<file path="src/sv/trilinear_table_interpolator_defines.svh">
// Assertion helpers for the table interpolator.
`ifndef TRILINEAR_TABLE_INTERPOLATOR_DEFINES_SVH
`define TRILINEAR_TABLE_INTERPOLATOR_DEFINES_SVH
// Assert that an antecedent implies a consequent on the next edge.
`define TTI_ASSERT_NEXT(label, clk, rst, ante, cons) \
  label: assert property (@(posedge clk) disable iff (rst) (ante) |=> (cons)) \
    else $error("label failed");
// Assert that a condition holds on every edge out of reset.
`define TTI_ASSERT_ALWAYS(label, clk, rst, cond) \
  label: assert property (@(posedge clk) disable iff (rst) (cond)) \
    else $error("label failed");
`endif

</file>
<file path="src/sv/tti_div.sv">
// Restoring divider, one quotient bit per cycle.
module tti_div #(
  parameter int NBITS = 80,
  parameter int DBITS = 48
) (
  input  logic             clk,
  input  logic             rst,
  input  logic             go,
  input  logic [NBITS-1:0] num,
  input  logic [DBITS-1:0] den,
  output logic             done,
  output logic [NBITS-1:0] quo
);
  localparam int CW = $clog2(NBITS + 1);
  logic [CW-1:0]    cnt;
  logic             run;
  logic [DBITS:0]   rem;
  logic [DBITS:0]   trial;
  logic [DBITS-1:0] dreg;

  assign trial = {rem[DBITS-1:0], quo[NBITS-1]};

  always_ff @(posedge clk) begin
    if (rst) begin
      run  <= 1'b0;
      done <= 1'b0;
      cnt  <= '0;
    end else begin
      done <= 1'b0;
      if (go) begin
        run  <= 1'b1;
        cnt  <= CW'(NBITS);
        quo  <= num;
        rem  <= '0;
        dreg <= den;
      end else if (run) begin
        // shift in one numerator bit, subtract if it fits
        if (trial >= {1'b0, dreg}) begin
          rem <= trial - {1'b0, dreg};
          quo <= {quo[NBITS-2:0], 1'b1};
        end else begin
          rem <= trial;
          quo <= {quo[NBITS-2:0], 1'b0};
        end
        cnt <= cnt - 1'b1;
        if (cnt == CW'(1)) begin
          run  <= 1'b0;
          done <= 1'b1;
        end
      end
    end
  end
endmodule

</file>
<file path="config.mk">
export PLATFORM = sky130hd
export DESIGN_NAME = tti_div
export DESIGN_NICKNAME = d
export VERILOG_FILES = /design/src/sv/trilinear_table_interpolator_defines.svh /design/src/sv/tti_div.sv
export SDC_FILE = /design/constraint.sdc
export NUM_CORES = 1
export LEC_CHECK = 0
export BUFFER_PORTS_ARGS = -buffer_cell sky130_fd_sc_hd__buf_4
export CAP_MARGIN = 5
export CELL_PAD_IN_SITES_DETAIL_PLACEMENT = 0
export CELL_PAD_IN_SITES_GLOBAL_PLACEMENT = 2
export CORE_MARGIN = 2
export CORE_UTILIZATION = 35
export CTS_CLUSTER_DIAMETER = 150
export DETAILED_ROUTE_END_ITERATION = 16
export GPL_TIMING_DRIVEN = 1
export PLACE_DENSITY = 0.89
export SETUP_SLACK_MARGIN = 0.2
export SLEW_MARGIN = 20
export SYNTH_ARGS = -nofsm -noshare
export SYNTH_HDL_FRONTEND = slang
export SYNTH_SLANG_ARGS = --single-unit
</file>
<file path="constraint.sdc">
create_clock -name clk -period 11.8 [get_ports clk]
set_input_delay 2.36 -clock clk [delete_from_list [all_inputs] [get_ports clk]]
set_output_delay 2.36 -clock clk [all_outputs]
set_load 0.03 [all_outputs]
</file>
# Word level (Yosys, flattened, before mapping)
# Index checks and enable logic that the tools add are counted.
# Widths: inputs -> output; s select.
[op_classes]
n_addsub = 2
n_mul = 0
div_mod_pow = 0
magnitude_cmp = 1
eq_ne = 1
n_shift = 0
n_mux = 11
bitwise = 2
n_reduce_logical = 5
[ops]
columns = ["cell", "n"]
rows = [
  ["$mux 80", 2],
  ["$mux 48", 2],
  ["$ge 49x48->1", 1],
  ["$sub 48x48->48", 1],
  ["$mux 7", 2],
  ["$eq 7x1->1 const B", 1],
  ["$sub 7x1->7 const B", 1],
  ["$mux 1", 5],
  ["$reduce_and 2->1", 2],
  ["$reduce_or 3->1", 1],
  ["$not 1->1", 2],
  ["$reduce_bool 2->1", 1],
  ["$reduce_or 2->1", 1],
]
[totals]
ff_bits = 185
latchBits = 0
ramBits = 0
rom_bits = 0
input_bits = 131
out_inout_bits = 81
elab_cells = 29
mem_count = 0

# Depth between registers and ports, before layout
[logic_depth]
ltp_word = 4
ltp_mapped = 14
depth_no_buf = 13

# Worst setup path before layout
# Ideal clock, no wire load.
[synth_timing]
path_type = "input to register"
startpoint = "input port go"
endpoint = "register quo[0], enable pin"
setup_ns = 0.661
arrival_ns = 9.129
t_required_ns = 11.139
path_slack_ns = 2.010
stages = 3
n_path_buf = 1
cell_sequence = "clkbuf_1 > clkinv_1 > a21oi_1"
[synth_between]
elab_chain_len = 2
[synth_lines]
columns = ["item", "line", "source"]
rows = [
  ["from (decl)", "tti_div.sv:8", "input logic go,"],
  ["$reduce_bool 2->1 (no source line)", "--", ""],
  ["$reduce_and 2->1 (no source line)", "--", ""],
  ["to (signal assigned)", "tti_div.sv:33", "quo <= num;"],
  ["to (signal assigned)", "tti_div.sv:40", "quo <= {quo[NBITS-2:0], 1'b1};"],
  ["to (signal assigned)", "tti_div.sv:43", "quo <= {quo[NBITS-2:0], 1'b0};"],
  ["to (decl)", "tti_div.sv:12", "output logic [NBITS-1:0] quo"],
]
# No other way between the ends.
# A chain may end at the register's enable or synchronous reset.

# Worst setup path in the final report
[layout_timing]
startpoint = "input port go"
endpoint = "register quo[5], enable pin"
# Same word-level chain as after synthesis.

==> flow_metrics.tcl <==
set metrics [dict create \
    vias 7369 \
    slew_violations 0 \
    cts_buffer_depth 2 \
    fin_crit_sh_pct 38.9 \
    yosysWarnings 0 \
    synth_cells 872 \
    synth-seq-cells 185 \
    crit_family "buffers and inverters" \
    cts_num_sinks 185 \
    grt_pass1_wl_um 41700 \
    cts_setup_buffers 0 \
    drtIter0Drc 443 \
    fin_skew_ns 0.0158 \
    rr_worst_depth 12 \
    peakVddDrop_uv 99.0 \
    ios 212 \
    avgSynthCellArea_um2 11.8 \
    hold_viol_final 0 \
    num_antenna_cells 0 \
    insertion_delay_ns 0.45 \
    status "complete, no violations" \
    finalSetupViolations 0 \
    fin_tns_setup_ns 0 \
    synthFlopType "edfxtp_1" \
    min_path_type "flop to flop" \
    die_h_um 176 \
    start_util_pct 35.8 \
    holdPathStages 2 \
    core_mm2 0.0289 \
    post_drt_wl_per_cell_um 18.4 \
    dieArea_mm2 0.0309 \
    end_kind "flop" \
    yosysTopAreaCell "edfxtp_1" \
    whs_ns 0.503 \
    ys_seq_area_share_pct 52.9 \
    min_period_ns 4.59 \
    grt_overflow_total 0 \
    cp.required_ns 11.87 \
    slowest_delay_ns 0.79 \
    worst_pin_slew_ns 1.03 \
    drtAntennaViolNets 0 \
    r2r-end "rem[15]$_SDFFCE_PP0P_" \
    drive_above_1_share_pct 32.4 \
    yosysTopAreaCellShare_pct 51.2 \
    ys_types 66 \
    crit_type "input pin to flop" \
    rsz0062_at_grt "false" \
    maxCapViolCount 0 \
    route.detailed.drc 0 \
    hpwl_um 20100 \
    p_leak_nw 5.30 \
    yosysMostFrequentCell "edfxtp_1" \
    area_delta_synth_final_pct 24.4 \
    path_buf_inv 3 \
    synth_nets 1054 \
    cts_hold_buf 0 \
    max_slew_margin_pct 31.4 \
    crit_top_cell "buf_4" \
    r2r-start "rem[6]$_SDFFCE_PP0P_" \
    antenna_found_initial 1 \
    cts_made_buffers 17 \
    vias_per_cell 5.05 \
    worstPathCellList "buf_4 -> clkinv_1 -> a21oi_4 -> buf_4" \
    wl_um 26800 \
    slowest_stage "buf_4" \
    r2r_slack_ns 7.57 \
    p_per_area_mw_per_mm2 150 \
    routabilityCongestion 0.803 \
    fmax_mhz 218 \
    drtPass1Iterations 4 \
    clkSlewWorstSetupHoldPaths_ns 0.07 \
    cp.depth 4 \
    synthTopCellsByArea "edfxtp_1 51%, mux2_2 8.7%, ha_1 6.1%" \
    min_to "cnt[1]$_SDFFE_PP0P_" \
    grt_pass1_vias 7671 \
    cts_resized 0 \
    die_w_um 176 \
    ctsHtreeMaxLevel 4 \
    synthArstFlopShare_pct 0 \
    num_rows 62 \
    num-nets-final 1244 \
    grt_max_degree 82 \
    yosys-top-cells-count "176 x edfxtp_1, 80 x mux2_2, 69 x nor2_1" \
    syn-cell-area_mm2 0.0103 \
    worstPathArrival_ns 4.66 \
    grt_usage_pct 17.5 \
    hold_start "cnt[1]$_SDFFE_PP0P_" \
    cts_tree "done" \
    cts-root-buf "clkbuf_16" \
    port_buffers 211 \
    crit_fanout 81 \
    synth_enable_flop_cells 176 \
    cp-start-kind "input pin" \
]
-- flip-flops by register name, indices dropped and copies added (netlist names) --
| signal | flops |
|---|---|
| cnt | 7 |
| done | 1 |
| dreg | 48 |
| quo | 80 |
| run | 1 |
| rem | 48 |
-- cells in the final DEF (no fill, tap or decap), types with 28 or more instances in the layout --
master,instances
a21oi_1,54
ha_1,50
mux2i_1,36
edfxtp_1,176
inv_1,59
a21o_1,33
nand2_1,44
buf_4,216
nor2_1,68
xnor2_1,28
mux2_2,80
-- through the flow --
step	setup slack [ns]	utilization, %	std cells	instance area (µm²)	total power, mW
after global placement	6.66	42.5	1427	12300	1.36
after CTS	7.14	44.5	1459	12900	1.95
after global routing	6.95	44.5	1459	12900	2.03
after floorplan	2.01	-	872	10300	1.22
final	7.21	44.5	1459	12900	1.93
after detailed placement	6.64	42.5	1427	12300	1.37
-- worst register-to-register path: cells and delay by family (launching register included) --
family,cells,cell delay (ns)
AOI/OAI and AO/OA,6,1.66
DFF,1,0.40
and+or+nand+nor,3,0.58
buffers and inverters,1,0.61
muxes,1,0.27
adders and majority gates,1,0.42
-- final cells by class --
class                           instances  area, µm²
Sequential cell                       185       5470
Tap cell                              384        480
Timing Repair Buffer                  216       1620
Clock inverter                         13        155
Clock buffer                           19        433
Fill cell                            2803      16000
Multi-Input combinational cell        582       4470
Inverter                               60        225
-- report_power, final --
part	internal, mW	switching [mW]	leakage, nW
Combinational	0.230	0.300	3.27
Sequential	0.790	0.0292	1.76
Clock	0.285	0.293	0.281
-- metal layers --
layer / track usage [%] / up-vias / part of all wire [%]
met3: 7.23 / 22 / 8.4
met4: 4.58 / 2 / 1.2
li1: - / 3596 / -
met1: 20.0 / 3548 / 41
met5: 0 / - / 0.060
met2: 30.2 / 201 / 50
-- worst max-delay path by stage --
stage                     startpoint                  to  slack [ns]
after detailed placement          go   dreg[3]$_DFFE_PP_        6.64
after global placement            go   quo[28]$_DFFE_PP_        6.66
after CTS                         go  dreg[17]$_DFFE_PP_        7.14
after floorplan                   go    quo[0]$_DFFE_PP_        2.01
final                             go    quo[5]$_DFFE_PP_        7.21
after global routing              go    quo[6]$_DFFE_PP_        6.95
-- logic make-up (layout without fill, tap and decap cells) --
logic type      after synthesis  in the layout  synth area share [%]
xor+xnor                     50             50                  4.24
flops                       185            185                  52.9
compound gates              181            181                  12.0
mux                         116            116                  12.2
simple gates                184            184                  8.33
fa+ha+maj                    51             51                  6.25
buf+inv                     105            308                  4.12
No activity file was read; power rests on OpenSTA's default activity.
