[src/sv/trilinear_table_interpolator_defines.svh]
// Assertion helpers for the table interpolator.
`ifndef TRILINEAR_TABLE_INTERPOLATOR_DEFINES_SVH
`define TRILINEAR_TABLE_INTERPOLATOR_DEFINES_SVH
// Assert that an antecedent implies a consequent on the next edge.
`define TTI_ASSERT_NEXT(label, clk, rst, ante, cons) \
  label: assert property (@(posedge clk) disable iff (rst) (ante) |=> (cons)) \
    else $error("label failed");
// Assert that a condition holds on every edge out of reset.
`define TTI_ASSERT_ALWAYS(label, clk, rst, cond) \
  label: assert property (@(posedge clk) disable iff (rst) (cond)) \
    else $error("label failed");
`endif

[src/sv/tti_ram.sv]
module tti_ram #(
  parameter int WIDTH = 16,
  parameter int DEPTH = 16
) (
  input  logic                     clk,
  input  logic                     we,
  input  logic [$clog2(DEPTH)-1:0] waddr,
  input  logic [WIDTH-1:0]         wdata,
  input  logic [$clog2(DEPTH)-1:0] raddr,
  output logic [WIDTH-1:0]         rdata
);
  logic [WIDTH-1:0] mem [DEPTH];

  always_ff @(posedge clk) begin
    if (we) begin
      mem[waddr] <= wdata;
    end
    rdata <= mem[raddr];
  end
endmodule

[config.mk]
export PLATFORM = sky130hd
export DESIGN_NAME = tti_ram
export DESIGN_NICKNAME = d
export VERILOG_FILES = /design/src/sv/trilinear_table_interpolator_defines.svh /design/src/sv/tti_ram.sv
export SDC_FILE = /design/constraint.sdc
export NUM_CORES = 1
export LEC_CHECK = 0
export ABC_AREA = 1
export BUFFER_PORTS_ARGS = -buffer_cell sky130_fd_sc_hd__buf_4
export CAP_MARGIN = 20
export CORE_UTILIZATION = 60
export CTS_BUF_LIST = sky130_fd_sc_hd__clkbuf_16
export DETAILED_ROUTE_END_ITERATION = 16
export PLACE_DENSITY = 0.78
export SYNTH_ARGS = -nofsm -noshare
export SYNTH_HDL_FRONTEND = slang
export SYNTH_SLANG_ARGS = --single-unit
[constraint.sdc]
create_clock -name clk -period 2.3 [get_ports clk]
set_clock_uncertainty 0.1 [all_clocks]
set_input_delay 0.345 -clock clk [delete_from_list [all_inputs] [get_ports clk]]
set_output_delay 0.345 -clock clk [all_outputs]
set_load 0.01 [all_outputs]
### After elaboration in Yosys (flattened, before gate mapping)

Memory sizes are Yosys's and may differ from the RTL's. A register that Yosys moved wholly into a read port is not among the register bits.
Index checks and enable logic that the tools add are counted.
W data, S select, Z words.

| word-level totals | value |
|---|---|
| bits in registers | 0 |
| memory bits (writable) | 256 |
| output and inout port bits | 16 |
| memories kept | 1 |
| logic and storage cells | 3 |

Memories:

| name | depth | bits a word | rd ports | clocked after Yosys merged registers in | write ports | RTL line | source |
|---|---|---|---|---|---|---|---|
| mem | 16 | 16 | 1 | 1 | 1 | tti_ram.sv:12 | `logic [WIDTH-1:0] mem [DEPTH];` |

| cells by class | value |
|---|---|
| mux-type cells | 2 |

Operators by type and width:

| kind | count |
|---|---|
| $mux W1 | 2 |

### Logic depth before layout (Yosys ltp)

Gate-level depths: netlist of the first run.

| depth | value |
|---|---|
| depth in word-level cells | 2 |
| mapped depth | 9 |
| depth with buffers taken out | 7 |

### Worst setup path before layout of the first run

Ideal clock, no wire load.

| path | value |
|---|---|
| path kind | input to register |
| from | input waddr[2] |
| to | memory mem[10][0] (enable) |
| cell stages on the path | 2 |
| arrival | 1256 ps |
| buffers on the path | 0 |
| setup time | 388 ps |
| slack | 555 ps |
| cells stage by stage | nand3b_1 nor2_1 |

RTL lines:

| what | RTL line | source |
|---|---|---|
| start: declaration | tti_ram.sv:7 | `input logic [$clog2(DEPTH)-1:0] waddr,` |
| end: declaration | tti_ram.sv:12 |  |

No word-level cell before the write port.

### Worst setup path after layout of the first run

| path | value |
|---|---|
| from | register rdata[6], read port of mem |
| to | output rdata[6] |

RTL lines:

| what | RTL line | source |
|---|---|---|
| start: declaration | tti_ram.sv:10 | `output logic [WIDTH-1:0] rdata` |

No word-level cell between the ends.

==> results.json, run 1 <==
{
  "fillCellCount": 1291,
  "antenna_cells": 0,
  "layout-drive-gt1-share_pct": 12.1,
  "cp-end-kind": "primary output",
  "yosys.area.top_type": "edfxtp_1",
  "yosysTopAreaCellShare_pct": 67.5,
  "layout_commonest_cell": "nand2_1",
  "drt_iter0_markers": 914,
  "synthAdderAreaFrac_pct": 0,
  "root_buffer": "clkbuf_16",
  "io_buffer_count": 41,
  "grt_max_degree": 71,
  "syn-instance-count": 1074,
  "critPathTopFamily": "flip-flops",
  "initial_core_util_pct": 61.0,
  "max_stage_delay_ps": 440,
  "grt_pass1_vias": 7185,
  "start_kind": "register",
  "dp_hpwl_microns": 14700,
  "synth-seq-area-share_pct": 70.4,
  "drc": 0,
  "slowest_stage": "dfxtp_1",
  "cellLeakagePower_nw": 5.63,
  "final-setup-viol-count": 0,
  "synth_xor_area_share_pct": 0,
  "finalPower_mw": 10.6,
  "layout_min_cycle_time_ps": 1580,
  "outcome": "completed",
  "synth-compound-area-share_pct": 0,
  "htree_levels": 1,
  "path_depth": 1,
  "die_w_microns": 140,
  "vias_per_cell": 5.41,
  "cts_tree": "built",
  "io_pins": 42,
  "cts_buffers": 27,
  "vias": 7505,
  "synthMuxAreaShare_pct": 0,
  "yosysUniqueCellTypes": 13,
  "maxSlewViolCount": 0,
  "worst_pin_slew_ps": 437,
  "rsz0062_at_grt": "no",
  "worstHoldPathCells": 1,
  "p_per_area_nw_per_um2": 815,
  "post-route-util_pct": 69.5,
  "period_share_pct": 68.7,
  "clk_path_buf_depth": 3,
  "post_cts_buffers": 0,
  "ir_drop_mv": 0.601,
  "yosysWarnings": 0,
  "worst-r2r-cell-count": 6,
  "synth-seq-cells": 272,
  "post_cts_resize_count": 0,
  "antenna_found_initial": 0,
  "arrival_ps": 1130,
  "setup-tns-final_ps": 0,
  "gr-total-overflow": 0,
  "synthSimpleGateAreaFrac_pct": 20.4,
  "layout.cells.most_common_list": "341 x nand2_1, 256 x edfxtp_1, 201 x inv_1",
  "grt_first_pass_wirelength_microns": 39600,
  "clkSinkCount": 272,
  "fmax_mhz": 633,
  "crit_required_ps": 1860,
  "dr.pass1.iters": 7,
  "min_path_type": "in -> reg",
  "clkSlewWorstSetupHoldPaths_ps": 70,
  "clk_latency_ps": 530,
  "grtUsageTotal_pct": 27.0,
  "synth_area_leaders": "edfxtp_1 68%, nand2_1 11%, nand3_1 8.5%, inv_1 6.5%, dfxtp_1 2.8%",
  "row_count": 50,
  "syn_nets": 1100,
  "num-nets-final": 1159,
  "coreArea_sq_um": 18600,
  "wl_microns": 25400,
  "cap_viol_max_count": 0,
  "ant_nets": 0,
  "die-area_sq_um": 19500,
  "path_class": "reg -> out",
  "gp_congestion": 0.833,
  "synth.avg_cell_area_sq_um": 10.6,
  "crit_chain": "buf_4",
  "hold_violations": 0,
  "relSlewSlack_pct": 70.8,
  "critPathMaxFanout": 1,
  "holdBufCountCts": 0,
  "synth_top_family_by_area": "simple AND/OR/NAND/NOR gates",
  "die_y_microns": 140,
  "routedWlPerCell_microns": 18.3,
  "area_growth_syn_to_layout_pct": 13.9,
  "synth_area_sq_um": 11400,
  "cp_num_buf_inv": 1
}
-- final timing paths --
check | from | endpoint | slack, ps
worst max-delay path | rdata[6]$_DFF_P_ | rdata[6] | 720
worst min-delay path | wdata[0] | mem[0][0]$_DFFE_PP_ | 20
worst max register to register | mem[3][9]$_DFFE_PP_ | rdata[9]$_DFF_P_ | 1180
worst min register to register | mem[10][0]$_DFFE_PP_ | rdata[0]$_DFF_P_ | 570
-- routing by layer --
layer / GRT usage, % / vias to the layer above / part of all wire, %
li1: - / 3576 / -
met4: 9.60 / 0 / 2.8
met1: 38.3 / 3531 / 42
met2: 42.8 / 347 / 47
met5: 0 / - / 0
met3: 4.23 / 51 / 8.5
-- logic make-up (layout without fill, tap and decap cells) --
| kind of cell | after synthesis | count (layout) |
|---|---|---|
| and+or+nand+nor | 553 | 553 |
| buffers and inverters | 249 | 327 |
| DFF | 272 | 272 |
-- report_power, final --
part	total [mW]	switching, mW	internal, mW
Sequential	5.58	0.0405	5.54
Clock	4.30	1.81	2.48
Combinational	0.693	0.466	0.227
-- synth_stat cells --
library cell	number
nand2_1	341
edfxtp_1	256
inv_1	196
nand3_1	193
buf_2	19
buf_4	18
nor2_1	17
dfxtp_1	16
clkbuf_1	10
buf_6	3
inv_2	2
nand3b_1	2
buf_1	1
-- through the flow --
step,cell area (sq um),instances,hold WS [ps],worst slack (ps)
4_1_cts,13000,1386,0.884,735
3_5_place_dp,12100,1338,560,543
5_1_grt,13000,1386,20.8,730
6_report,13000,1386,15.2,721
2_1_floorplan,11400,1074,344,555
3_3_place_gp,12100,1338,528,578
-- area by class of cell --
type	count	area, sq um	share of cell area, %
clock buffer	27	676	5.21
tap	234	293	2.26
sequential	272	8010	61.8
clock inverter	21	194	1.50
multi-input combinational	553	2360	18.2
timing repair buffer	81	683	5.27
inverter	198	744	5.74
-- flip-flops by register name (all words and copies together), names as in the netlist --
| register | flops |
|---|---|
| mem | 256 |
| rdata | 16 |
(Power assumes the default switching activity.)
==> inputs of run 2 (changes only) <==
--- a/config.mk
+++ b/config.mk
@@ -8,10 +8,10 @@
 export ABC_AREA = 1
 export BUFFER_PORTS_ARGS = -buffer_cell sky130_fd_sc_hd__buf_4
 export CAP_MARGIN = 20
-export CORE_UTILIZATION = 60
+export CORE_UTILIZATION = 56
 export CTS_BUF_LIST = sky130_fd_sc_hd__clkbuf_16
 export DETAILED_ROUTE_END_ITERATION = 16
-export PLACE_DENSITY = 0.78
+export PLACE_DENSITY = 0.76
 export SYNTH_ARGS = -nofsm -noshare
 export SYNTH_HDL_FRONTEND = slang
 export SYNTH_SLANG_ARGS = --single-unit
==> constraint.sdc (replaced) <==
create_clock -name clk -period 1.3 [get_ports clk]
set_clock_uncertainty 0.1 [all_clocks]
set_input_delay 0.195 -clock clk [delete_from_list [all_inputs] [get_ports clk]]
set_output_delay 0.195 -clock clk [all_outputs]
set_load 0.01 [all_outputs]
==> run 2 against run 1 <==
Against the previous run:
- largest power group unchanged
- die area grew 7.0%
- critical endpoint is now rdata[5]
- power rose by 73%
- global-route usage fell by 0.32 points
- clock power increased by 63%
- clock-buffer cell count did not move
- largest cell class unchanged
==> results.json, run 2 (synthesized netlist as in run 1, its figures left out) <==
{
  "antenna_cells": 0,
  "cts_buffers": 27,
  "layout_commonest_cell": "nand2_1",
  "dp_hpwl_microns": 15600,
  "die_w_microns": 145,
  "dr.pass1.iters": 5,
  "initial_core_util_pct": 57.7,
  "ir_drop_mv": 1.04,
  "antenna_found_initial": 1,
  "io_pins": 42,
  "routedWlPerCell_microns": 18.2,
  "cellLeakagePower_nw": 5.82,
  "crit_required_ps": 1000,
  "cp-end-kind": "primary output",
  "gr-total-overflow": 0,
  "fmax_mhz": 779,
  "regMostFlops": "mem",
  "min_from": "raddr[2]",
  "min_path_type": "in -> reg",
  "worst_pin_slew_ps": 443,
  "cts_tree": "built",
  "wl_microns": 26400,
  "htree_levels": 1,
  "io_buffer_count": 41,
  "row_count": 51,
  "drt_iter0_markers": 735,
  "ant_nets": 0,
  "clkSinkCount": 272,
  "start_kind": "register",
  "clk_latency_ps": 530,
  "period_share_pct": 98.7,
  "hold_violations": 0,
  "slowest_stage": "dfxtp_2",
  "stdcell_area_sq_um": 13500,
  "worst-r2r-cell-count": 6,
  "grt_first_pass_wirelength_microns": 40900,
  "maxSlewViolCount": 0,
  "layout-drive-gt1-share_pct": 12.5,
  "root_buffer": "clkbuf_16",
  "num-nets-final": 1190,
  "die_y_microns": 145,
  "max_stage_delay_ps": 330,
  "vias_per_cell": 5.30,
  "worstHoldPathCells": 5,
  "final-setup-viol-count": 0,
  "rsz0062_at_grt": "yes",
  "outcome": "completed",
  "clk_path_buf_depth": 3,
  "place_area_sq_um": 12500,
  "relSlewSlack_pct": 70.4,
  "coreArea_sq_um": 19700,
  "p_per_area_nw_per_um2": 1350,
  "area_growth_syn_to_layout_pct": 18.6,
  "layout_min_cycle_time_ps": 1280,
  "cap_viol_max_count": 0,
  "layout.cells.most_common_list": "341 x nand2_1, 256 x edfxtp_1, 204 x inv_1",
  "grtUsageTotal_pct": 26.7,
  "critPathTopFamily": "flip-flops",
  "path_class": "reg -> out",
  "critPathMaxFanout": 1,
  "drc": 0,
  "largest_reg_flops": 256,
  "arrival_ps": 990,
  "post-route-util_pct": 68.4,
  "gp_congestion": 0.786,
  "hold_path_end": "rdata[4]$_DFF_P_",
  "r2r_slack_ps": 210,
  "r2r-start": "mem[3][8]$_DFFE_PP_",
  "worstReg2RegEnd": "rdata[8]$_DFF_P_",
  "grt_pass1_vias": 7410,
  "grt_max_degree": 49,
  "setup-tns-final_ps": 0,
  "cp_num_buf_inv": 1,
  "crit_chain": "buf_4",
  "vias": 7686,
  "reg_top3": "mem x256, rdata x16",
  "clkSlewWorstSetupHoldPaths_ps": 70,
  "die-area_sq_um": 20900
}
-- run 2: how the worst max path moves through the flow --
stage | endpoint | cells past startpoint | startpoint | slack, ps
after floorplan | mem[10][0]$_DFFE_PP_ | 2 | waddr[2] | -110
after global placement | rdata[6]$_DFF_P_ | 8 | raddr[0] | -110
after detailed placement | rdata[8]$_DFF_P_ | 8 | raddr[0] | -160
after CTS | rdata[12] | 1 | rdata[12]$_DFF_P_ | -4
after global routing | rdata[12] | 1 | rdata[12]$_DFF_P_ | -8
final | rdata[5] | 1 | rdata[5]$_DFF_P_ | 20
-- run 2: layout make-up --
type | count | area, sq um
Sequential cell | 272 | 8010
Fill cell | 1356 | 6220
Multi-Input combinational cell | 553 | 2370
Timing Repair Buffer | 112 | 1240
Inverter | 198 | 744
Clock buffer | 27 | 676
Tap cell | 265 | 332
Clock inverter | 22 | 111
-- run 2: stage by stage --
step	hold WS [ps]	setup slack, ps	power [mW]	instances
final	123	17.1	18.3	1449
after global routing	141	-7.90	18.8	1449
after CTS	107	-4.18	18.3	1449
after detailed placement	405	-160	11.4	1383
after global placement	400	-112	11.3	1383
after floorplan	194	-107	10.7	1074
-- run 2: repair_timing --
item,in CTS,in global routing
hold buffers,17,0
setup endpoints to repair,4,2
endpoints found under the hold margin,262,0
buffers inserted,0,0
resized for setup,6,2
-- run 2: report_power, final --
part | switching [mW] | internal, mW | total [mW]
registers | 0.0659 | 9.80 | 9.87
logic | 0.859 | 0.522 | 1.38
clock network | 3.09 | 3.92 | 7.02
-- run 2: metal layers --
layer	up-vias	share of wire, %	wire [microns]	GRT usage (%)
met4	2	2.9	766	8.81
li1	3639	-	-	-
met2	362	49	12900	44.5
met1	3621	40	10500	36.1
met5	-	0.057	15	0
met3	62	8.4	2210	4.01
==> inputs of run 3 (changes only) <==
--- a/config.mk
+++ b/config.mk
@@ -8,7 +8,9 @@
 export ABC_AREA = 1
 export BUFFER_PORTS_ARGS = -buffer_cell sky130_fd_sc_hd__buf_4
 export CAP_MARGIN = 20
-export CORE_UTILIZATION = 56
+export CELL_PAD_IN_SITES_DETAIL_PLACEMENT = 0
+export CELL_PAD_IN_SITES_GLOBAL_PLACEMENT = 1
+export CORE_UTILIZATION = 45
 export CTS_BUF_LIST = sky130_fd_sc_hd__clkbuf_16
 export DETAILED_ROUTE_END_ITERATION = 16
 export PLACE_DENSITY = 0.76
==> run 3 against run 2 <==
Against the previous run:
- the flow now finishes with violations (setup timing)
- final cell count rose by 4.7%
- maximum frequency shrank 2.4%
- largest power group unchanged
- sequential power barely moved
==> results.json, run 3 (synthesized netlist as in run 1, its figures left out) <==
{
  "row_count": 57,
  "initial_core_util_pct": 46.4,
  "clkPwrFrac_pct": 39.6,
  "maxSlewViolCount": 0,
  "slowest_stage": "dfxtp_4",
  "relSlewSlack_pct": 69.3,
  "drt_iter0_markers": 505,
  "die_w_microns": 161,
  "num-nets-final": 1197,
  "start_kind": "register",
  "post-route-util_pct": 56.0,
  "htree_levels": 1,
  "ant_nets": 0,
  "clk_path_buf_depth": 3,
  "io_buffer_count": 41,
  "fmax_mhz": 761,
  "die_y_microns": 161,
  "max_stage_delay_ps": 370,
  "crit_start": "rdata[7]$_DFF_P_",
  "min_from": "raddr[0]",
  "cp-end-kind": "primary output",
  "rsz0062_at_grt": "yes",
  "cts_buffers": 28,
  "seqPwrFrac_pct": 52.8,
  "vias": 7440,
  "final_cells": 1517,
  "r2r-start": "mem[5][9]$_DFFE_PP_",
  "crit_chain": "buf_6",
  "die-area_sq_um": 25900,
  "worst_pin_slew_ps": 460,
  "clk_latency_ps": 530,
  "grtUsageTotal_pct": 22.0,
  "cts_tree": "built",
  "antenna_found_initial": 0,
  "clkSlewWorstSetupHoldPaths_ps": 60,
  "switchingPower_mw": 4.17,
  "critPathTopFamily": "flip-flops",
  "largest_reg_flops": 256,
  "root_buffer": "clkbuf_16",
  "layout_min_cycle_time_ps": 1310,
  "dp_hpwl_microns": 16900,
  "period_share_pct": 101,
  "switching_share_pct": 22.3,
  "min_path_type": "in -> reg",
  "grt_pass1_vias": 7368,
  "violations": "setup timing",
  "p_per_area_nw_per_um2": 1360,
  "outcome": "finished with violations",
  "area_growth_syn_to_layout_pct": 20.6,
  "path_class": "reg -> out",
  "wl_microns": 27600,
  "combPwrFrac_pct": 7.7,
  "cap_viol_max_count": 0,
  "final-setup-viol-count": 1,
  "crit_required_ps": 1000,
  "antenna_cells": 0,
  "routedWlPerCell_microns": 18.2,
  "grt_first_pass_wirelength_microns": 43000,
  "cp_num_buf_inv": 1,
  "clkSinkCount": 272,
  "grt_max_degree": 40,
  "regMostFlops": "mem",
  "postLayoutSetupSlackWorst_ps": -14.6,
  "vias_per_cell": 4.90,
  "dr.pass1.iters": 5,
  "coreArea_sq_um": 24500,
  "reg_top3": "mem x256, rdata x16",
  "post_cts_buffers": 0,
  "layout-drive-gt1-share_pct": 13.7,
  "intPower_mw": 14.6,
  "hold_violations": 0,
  "critPathMaxFanout": 1,
  "placedCellCount": 1448,
  "layout_commonest_cell": "nand2_1",
  "drc": 0,
  "layout.cells.most_common_list": "341 x nand2_1, 256 x edfxtp_1, 206 x inv_1",
  "gr-total-overflow": 0,
  "gp_congestion": 0.802,
  "arrival_ps": 1020,
  "io_pins": 42,
  "ir_drop_mv": 1.00,
  "cellLeakagePower_nw": 5.91
}
run 3: changes by cell type in the layout (fill, tap and decap cells not counted), sizes merged:
cell,delta
clkinv,-2
inv,+3
clkbuf,+2
buf,+6
run 3: routing by layer:
layer / track usage (%) / wire length, microns
met5: 0 / 0
met2: 36.4 / 13200
met3: 3.08 / 1590
met4: 7.29 / 774
met1: 29.9 / 12000
run 3: cell type report:
class | instances | area [sq um]
well taps | 324 | 405
multi-input cells | 553 | 2370
clock buffers | 29 | 726
inverters | 198 | 746
clock inverters | 23 | 120
flip-flops and latches | 272 | 8020
fillers | 2141 | 10800
repair buffers | 118 | 1340
run 3: stage by stage:
stage               TNS (ps)  instance area [sq um]  total power, mW  setup WS (ps)  hold WS (ps)
floorplan             -21300                  11400             10.7           -107           194
global placement      -21320                  12700             11.4           -126           432
detailed placement    -23480                  12700             11.4           -131           445
CTS                    -32.8                  13700             18.9          -32.8          87.6
global route           -47.6                  13700             19.3          -31.1           121
finish                 -14.6                  13700             18.7          -14.6           105
run 3: worst paths after layout:
path / to / slack (ps) / depth (start not counted)
worst max-delay path: rdata[7] / -10 / 1
worst min-delay path: rdata[13]$_DFF_P_ / 100 / 7
worst max register to register: rdata[9]$_DFF_P_ / 210 / 6
worst min register to register: rdata[6]$_DFF_P_ / 540 / 6
run 3: timing repair:
action | CTS | global route
endpoints found under the setup margin | 9 | 3
resized for setup | 19 | 0
pin swaps | 0 | 0
cloned | 0 | 0
endpoints found under the hold margin | 264 | 0
hold buffers | 17 | 0
run 3: power by group through the flow:
stage | clock, mW | combinational (mW) | sequential (mW)
6_report | 7.40 | 1.43 | 9.88
5_1_grt | 7.84 | 1.58 | 9.89
4_1_cts | 7.52 | 1.46 | 9.88
3_5_place_dp | 0 | 1.39 | 10.1
3_3_place_gp | 0 | 1.38 | 10.0
2_1_floorplan | 0 | 0.674 | 10.1
